<file path="src/design/lphtb_pkg.sv">
// Package: table size, codes, entry type and key helpers for the hash table.
`default_nettype none
package lphtb_pkg;
	localparam int SLOTS      = 256;
	localparam int SLOT_W     = $clog2(SLOTS);
	localparam int CNT_W      = SLOT_W + 1;
	localparam int FULL_LIMIT = SLOTS / 2;
	localparam logic [63:0] FNV_BASIS = 64'hCBF29CE484222325;
	localparam int FNV_SHIFT  = 40;
	localparam logic [63:0] FNV_LO = 64'd435;

	typedef enum logic [2:0] {
		MODE_INSERT = 3'd0,
		MODE_FIND   = 3'd1,
		MODE_UPDATE = 3'd2,
		MODE_SET    = 3'd3,
		MODE_ERASE  = 3'd4
	} mode_t;

	typedef enum logic [2:0] {
		STAT_OK       = 3'd0,
		STAT_MISSING  = 3'd1,
		STAT_EXISTS   = 3'd2,
		STAT_MISMATCH = 3'd3,
		STAT_FULL     = 3'd4
	} status_t;

	typedef enum logic [3:0] {
		S_IDLE,
		S_HASH,
		S_PROBE,
		S_CMP,
		S_ESCAN,
		S_EWALK,
		S_EHSTART,
		S_EHASH,
		S_DONE
	} state_t;

	typedef struct packed {
		logic [63:0] key;
		logic [31:0] value;
		logic [2:0]  dtype;
	} entry_t;

	function automatic logic [63:0] key_trim(input logic [63:0] k);
		logic [63:0] r;
		logic        z;
		r = '0;
		z = 1'b0;
		for (int b = 0; b < 8; b++) begin
			if (k[8*b +: 8] == 8'd0) z = 1'b1;
			if (!z) r[8*b +: 8] = k[8*b +: 8];
		end
		return r;
	endfunction

	function automatic logic [63:0] fnv_mul(input logic [63:0] x);
		return (x << FNV_SHIFT) + (x * FNV_LO);
	endfunction
endpackage
`default_nettype wire

</file>
<file path="src/design/lphtb_hash.sv">
// Iterative FNV-1a hash: one key byte per cycle, then a done strobe with the home slot.
`default_nettype none
module lphtb_hash (
	input  wire logic                       clk,
	input  wire logic                       arst_n,
	input  wire logic                       start,
	input  wire logic [63:0]                key,
	output logic                            done,
	output logic [lphtb_pkg::SLOT_W-1:0]    home
);
	import lphtb_pkg::*;

	logic        busy_q;
	logic        done_q;
	logic        stop_q;
	logic [2:0]  cnt_q;
	logic [63:0] h_q;
	logic [63:0] k_q;

	always_ff @(posedge clk or negedge arst_n) begin
		if (!arst_n) begin
			busy_q <= 1'b0;
			done_q <= 1'b0;
			cnt_q  <= '0;
		end else begin
			done_q <= 1'b0;
			if (start) begin
				busy_q <= 1'b1;
				cnt_q  <= '0;
			end else if (busy_q) begin
				cnt_q <= cnt_q + 3'd1;
				if (cnt_q == 3'd7) begin
					busy_q <= 1'b0;
					done_q <= 1'b1;
				end
			end
		end
	end

	always_ff @(posedge clk) begin
		if (start) begin
			h_q    <= FNV_BASIS;
			k_q    <= key;
			stop_q <= 1'b0;
		end else if (busy_q) begin
			k_q <= k_q >> 8;
			if (!stop_q && k_q[7:0] != 8'd0) begin
				h_q <= fnv_mul(h_q ^ {56'd0, k_q[7:0]});
			end else begin
				stop_q <= 1'b1;
			end
		end
	end

	assign done = done_q;
	assign home = h_q[SLOT_W-1:0];
endmodule
`default_nettype wire

</file>
<file path="config.mk">
export PLATFORM = sky130hd
export DESIGN_NAME = lphtb_hash
export DESIGN_NICKNAME = d
export VERILOG_FILES = /design/src/design/lphtb_pkg.sv /design/src/design/lphtb_hash.sv
export SDC_FILE = /design/constraint.sdc
export NUM_CORES = 1
export LEC_CHECK = 0
export ABC_AREA = 1
export BUFFER_PORTS_ARGS = -buffer_cell sky130_fd_sc_hd__buf_2
export CORE_MARGIN = 2
export CORE_UTILIZATION = 25
export DETAILED_ROUTE_END_ITERATION = 7
export GPL_TIMING_DRIVEN = 0
export SYNTH_ARGS = -nofsm -noshare
export SYNTH_HDL_FRONTEND = slang
export SYNTH_SLANG_ARGS = --single-unit
</file>
<file path="constraint.sdc">
create_clock -name clk -period 5.51 [get_ports clk]
set_input_delay 0 -clock clk [delete_from_list [all_inputs] [get_ports clk]]
set_output_delay 0 -clock clk [all_outputs]
set_load 0.01 [all_outputs]
</file>
==> results of run 1 <==
## through the flow
step / instances / util (%) / total power [W] / area (um^2)
floorplan: 438 / - / 0.001521 / 3920
global placement: 723 / 29.85 / 0.001720 / 4554
detailed placement: 723 / 29.90 / 0.001747 / 4562
CTS: 804 / 36.11 / 0.002394 / 5510
global route: 804 / 36.11 / 0.002628 / 5510
finish: 804 / 36.11 / 0.002359 / 5510
## worst max path at each step
stage,slack (ns),depth (start not counted),from,endpoint
3_5_place_dp,1.62,22,k_q[0],h_q[7]
6_report,1.64,22,k_q[0],h_q[7]
5_1_grt,1.25,22,k_q[0],h_q[7]
3_3_place_gp,1.65,22,k_q[0],h_q[7]
2_1_floorplan,1.88,22,h_q[6],h_q[7]
4_1_cts,1.61,22,k_q[0],h_q[7]
## synthesized netlist by cell type, types with 4 or more instances
master    number
edfxtp_1      64
nand3_1        8
buf_2          7
ha_1          21
a21oi_1        5
clkbuf_1       8
nand2_1      235
o21ai_1        4
inv_1         33
inv_2          6
fa_1           4
dfrtp_1        5
dfxtp_1        9
nor2_1        16
xor2_1         6
## logic make-up (layout without fill, tap and decap cells)
group,after synthesis,after routing
adder cells (fa/ha/maj),25,25
flip-flops,78,78
AND/OR/NAND/NOR,262,262
AO/OA/AOI/OAI,12,12
XOR/XNOR,6,6
buffers and inverters,55,210
## per-layer routing
| metal | routed length (um) | part of all wire [%] |
|---|---|---|
| met1 | 4186 | 44 |
| met2 | 4647 | 49 |
| met3 | 544 | 5.7 |
| met4 | 142 | 1.5 |
| met5 | 0 | 0 |
## worst max-delay path, cell delays in order, from the launching register on
cell and delay, ns:
edfxtp_1 0.47, inv_2 0.09, nand2_1 0.06, nand2_1 0.12
ha_1 0.19, inv_1 0.07, fa_1 0.53, inv_1 0.04
ha_1 0.30, fa_1 0.49, ha_1 0.29, inv_1 0.05
fa_1 0.45, inv_1 0.09, nand2_1 0.05, nand2_1 0.06
nand2_1 0.07, nand2_1 0.05, nand2_1 0.05, nand2_1 0.07
nor2_1 0.05, nor2_1 0.09, nor2_1 0.04
## area by class of cell
type,count,area share [%]
buffer,16,1.385
clock buffer,9,4.087
clock inverter,7,1.317
inverter,39,2.657
multi-input combinational,305,26.82
sequential,78,40.42
tap,211,4.791
timing repair buffer,139,18.53
## where the power goes
part | total, W | switching (W) | internal [W] | leakage (nW)
sequential | 0.000788 | 0.0000524 | 0.000735 | 0.848
clock | 0.000603 | 0.000251 | 0.000352 | 0.142
combinational | 0.000968 | 0.000539 | 0.000429 | 1.78
## registers in the layout, indices dropped and copies added, names as in the netlist
register  flops
busy_q        1
cnt_q         3
done          1
h_q           8
k_q          64
stop_q        1
==> flow_summary.ini, run 1 <==
[run_status]
status = finished, final reports clean

[placed_design]
gp_congestion = 0.8464
dp_slack_ns = 1.625
port_buffers = 74
place_hpwl_um = 6415

[logic_synthesis]
ys_seq_area_share_pct = 56.81
synth_warnings = 0
avgSynthCellArea_um2 = 8.950
synth_xor_area_share_pct = 1.341
async_flop_share_pct = 6.410
synth.area.top_cells = edfxtp_1, nand2_1, ha_1, dfxtp_1, dfrtp_1
synth_compound_area_share_pct = 1.596
yosys-mux-area-fraction_pct = 0
synthAdderAreaFrac_pct = 8.746
syn_area_um2 = 3920
synth_top_area_share_pct = 49.03
synth.largest_area_cell = edfxtp_1
synth_top_family_by_area = simple AND/OR/NAND/NOR gates
synth_edf_count = 64
ys_ff_latch = 78
syn_nets = 530
synth_simple_gate_area_share_pct = 25.82
synth_cells = 438
yosysUniqueCellTypes = 21
synthFlopType = edfxtp_1

[critical_path]
reg2reg_setup_slack_ns = 1.64
worstSetupStartpointType = flip-flop
crit_type = flip-flop to flip-flop
cp_data_arrival_time_ns = 4.11
r2r_cells = 22
required_ns = 5.74
endpoint_kind = flip-flop
r2r_end = h_q[7]
r2r-start = k_q[0]
cp_max_fo = 4

[global_route]
grt_remaining_overflow = 0
antenna_found_initial = 0
busiest_layer = met2
grt.met1_usage_pct = 14.19
use_met3_pct = 3.757
grt_pass1_vias = 3278
grt_use_total_pct = 12.30
grt_pass1_wl_um = 15570
grt_use_met2_pct = 21.80
grt_start_max_net_pins = 66

[timing]
fin_crit_ns = 3.874
tns_ns = 0
rsz0062_at_grt = no
fin_crit_sh_pct = 70.30
setup_slack_ns = 1.636
whs_ns = 0.01069
setup_viol = 0
max_freq_mhz = 258.2
skew_ns = 0.008594
hold_viol_final = 0
slew_headroom_pct = 42.52
tightest_slew_ns = 0.8623
maxSlewViolCount = 0

[clock_network]
clk_pin_slew_ns = 0.06
cts_setup_buffers = 0
clock_latency_ns = 0.34
cts_tree = yes
clk_path_buf_depth = 2
htreeDepth = 3
cts_buffers = 9
clock-sinks = 78
ctsHoldBuffers = 65
root_buffer = clkbuf_16
cts_resized = 0

[min_path]
hp-class = input pin to asynchronous set/reset pin

[cells_and_area]
final_cell_mix = nand2_1, buf_2, dlygate4sd3_1
layout_commonest_cell = nand2_1
antenna_cells = 0
synthToLayoutAreaGrowth_pct = 40.57
multi_input_area_um2 = 1478
fin_nets = 680
drive_above_1_share_pct = 18.04
seq_area_um2 = 2227
fillers = 1523

[die]
die-area_um2 = 16700
start_util_pct = 25.69
rows = 45
fp.dieW_um = 129.2
core_um2 = 15260
die_y_um = 129.2
io_pins = 76

[power_and_ir_drop]
power_leakage_nw = 2.772
power.density_nw_per_um2 = 428.1
ir_drop_v = 0.0001888

[detailed_routing]
vias = 3159
drtIter0Drc = 157
drt_pass1_iterations = 4
totalWireLength_um = 9520
ant_nets = 0
wl_per_cell_um = 11.84
avgViaCountPerCell = 3.929
remaining_drc_errors = 0

[flow_run]
cap_viol_max_count = 0
No activity file was read; power rests on OpenSTA's default activity.
==> run 2: changes to the inputs <==
- clock period: 5.51 -> 3.2 ns (I/O delays scaled with it)
==> run 2 against run 1 <==
  * The flow now finishes with violations (negative setup slack)
  * Core utilization grew 0.62 points
  * Via count up 1.4%
  * Sequential share of layout area down 0.66 points
  * Non-clock buffer count up 5
  * Sequential power is 73% higher
  * Clock power grew 72%
  * Global-route usage shrank 0.52 points
  * Fmax up 7.3%
  * Wire length down 1.7%
  * Worst setup slack worse by 2.0 ns
  * Power rose by 80%
==> flow_summary.ini, run 2 (synthesis results as in run 1) <==
[cells_and_area]
instances_no_fill = 810
final_cell_mix = nand2_1, buf_2, dlygate4sd3_1
synthToLayoutAreaGrowth_pct = 42.99
largest_register = k_q
fin_nets = 685
layout_commonest_cell = nand2_1
largest_register_ff_count = 64
reg.largest.list = k_q x64, h_q x8, cnt_q x3
drive_above_1_share_pct = 21.40

[global_route]
antenna_found_initial = 1
grt_start_max_net_pins = 66
grt_pass1_wl_um = 15080
grt_use_total_pct = 11.78
grt_pass1_vias = 3104
grt_remaining_overflow = 0

[power_and_ir_drop]
power.density_nw_per_um2 = 757.0
ir_drop_v = 0.0003140
power_leakage_nw = 2.783

[clock_network]
root_buffer = clkbuf_16
htreeDepth = 3
clock-sinks = 78
clk_path_buf_depth = 2
cts_buffers = 9
cts_tree = yes
clk_pin_slew_ns = 0.06
clock_latency_ns = 0.34

[timing]
fin_crit_sh_pct = 112.8
whs_ns = 0.01031
skew_ns = 0.008879
maxSlewViolCount = 0
setup_viol = 2
fin_crit_ns = 3.610
setup_slack_ns = -0.4099
tns_ns = -0.4228
max_freq_mhz = 277.0
tightest_slew_ns = 0.8553
slew_headroom_pct = 42.98
rsz0062_at_grt = yes
hold_viol_final = 0

[detailed_routing]
avgViaCountPerCell = 3.953
ant_nets = 0
drt_pass1_iterations = 8
remaining_drc_errors = 0
wl_per_cell_um = 11.56
totalWireLength_um = 9360
drtIter0Drc = 160
vias = 3202

[min_path]
hp-class = input pin to asynchronous set/reset pin

[critical_path]
r2r_cells = 21
cp_max_fo = 3
worstSetupStartpointType = flip-flop
r2r_end = h_q[7]
reg2reg_setup_slack_ns = -0.41
crit_type = flip-flop to flip-flop
r2r-start = k_q[5]
required_ns = 3.43
cp_data_arrival_time_ns = 3.84
endpoint_kind = flip-flop

[die]
die-area_um2 = 16700
fp.dieW_um = 129.2
die_y_um = 129.2
core_um2 = 15260
start_util_pct = 25.69
io_pins = 76
rows = 45

[placed_design]
gp_congestion = 0.8383
dp.cells = 723
place_hpwl_um = 6370
port_buffers = 74

[flow_run]
cap_viol_max_count = 0

[run_status]
violations = negative setup slack
status = finished with violations
[run 2: cell count changes in the layout (fill, tap and decap cells not counted), moves of 2 or more]
cell	previous run	this run
buf_4	0	5
clkinv_2	2	0
ha_1	21	18
ha_4	0	2
inv_1	33	26
inv_2	6	13
nand2_1	234	231
nand2_2	0	3
xor2_1	6	4
xor2_2	0	2
[run 2: area by class of cell]
| class | count | area, um^2 |
|---|---|---|
| inverters | 39 | 146.4 |
| plain buffers | 16 | 76.32 |
| repair buffers | 144 | 1059 |
| well taps | 211 | 264.0 |
| clock buffers | 10 | 229.0 |
| clock inverters | 6 | 70.07 |
| fillers | 1543 | 9653 |
| multi-input cells | 305 | 1530 |
| flip-flops and latches | 78 | 2228 |
| diodes | 1 | 2.502 |
[run 2: worst max path at each step]
stage | startpoint | endpoint
after detailed placement | k_q[0] | h_q[7]
final | k_q[5] | h_q[7]
after floorplan | k_q[5] | h_q[7]
after global placement | k_q[0] | h_q[7]
after global routing | k_q[5] | h_q[7]
after CTS | k_q[5] | h_q[7]
[run 2: what timing repair did]
action / CTS / global route
endpoints found under the setup margin: 2 / 2
pin swaps: 8 / 3
resized for setup: 8 / 2
setup buffers: 4 / 1
hold buffers: 65 / 0
endpoints found under the hold margin: 69 / 0
[run 2: worst max-delay path: stages, from the launching register on]
cell      delay, ns
edfxtp_1       0.44
xor2_1         0.17
ha_1           0.30
ha_1           0.28
ha_1           0.29
inv_2          0.04
fa_1           0.47
inv_1          0.04
ha_1           0.27
ha_2           0.17
inv_2          0.05
fa_2           0.40
inv_2          0.07
nand2_1        0.05
nand2_1        0.06
nand2_1        0.06
nand3_1        0.07
nand2_1        0.07
nand2_1        0.06
nand2_1        0.04
nor2_1         0.08
nor2_1         0.04
[run 2: stage by stage]
stage               setup WS, ns  total power (W)  cell area [um^2]  util, %
floorplan                -0.2626         0.002674              3941        -
global placement         -0.4136         0.003015              4576    29.99
detailed placement       -0.4464         0.003080              4583    30.04
CTS                      -0.3748         0.004268              5585    36.61
global route             -0.5551         0.004612              5605    36.74
finish                   -0.4099         0.004243              5605    36.74
[run 2: layer usage]
layer	GRT usage, %	vias up	share of wire (%)
met1	14.04	1419	45
met3	3.716	13	5.5
met5	0	-	0
met2	20.50	77	48
met4	3.261	0	1.2
li1	-	1693	-
[run 2: power by group]
part / leakage, nW / switching (W) / total, W / internal [W]
Clock: 0.136 / 0.000430 / 0.00104 / 0.000610
Combinational: 1.80 / 0.000998 / 0.00184 / 0.000845
Sequential: 0.848 / 0.0000924 / 0.00136 / 0.00127
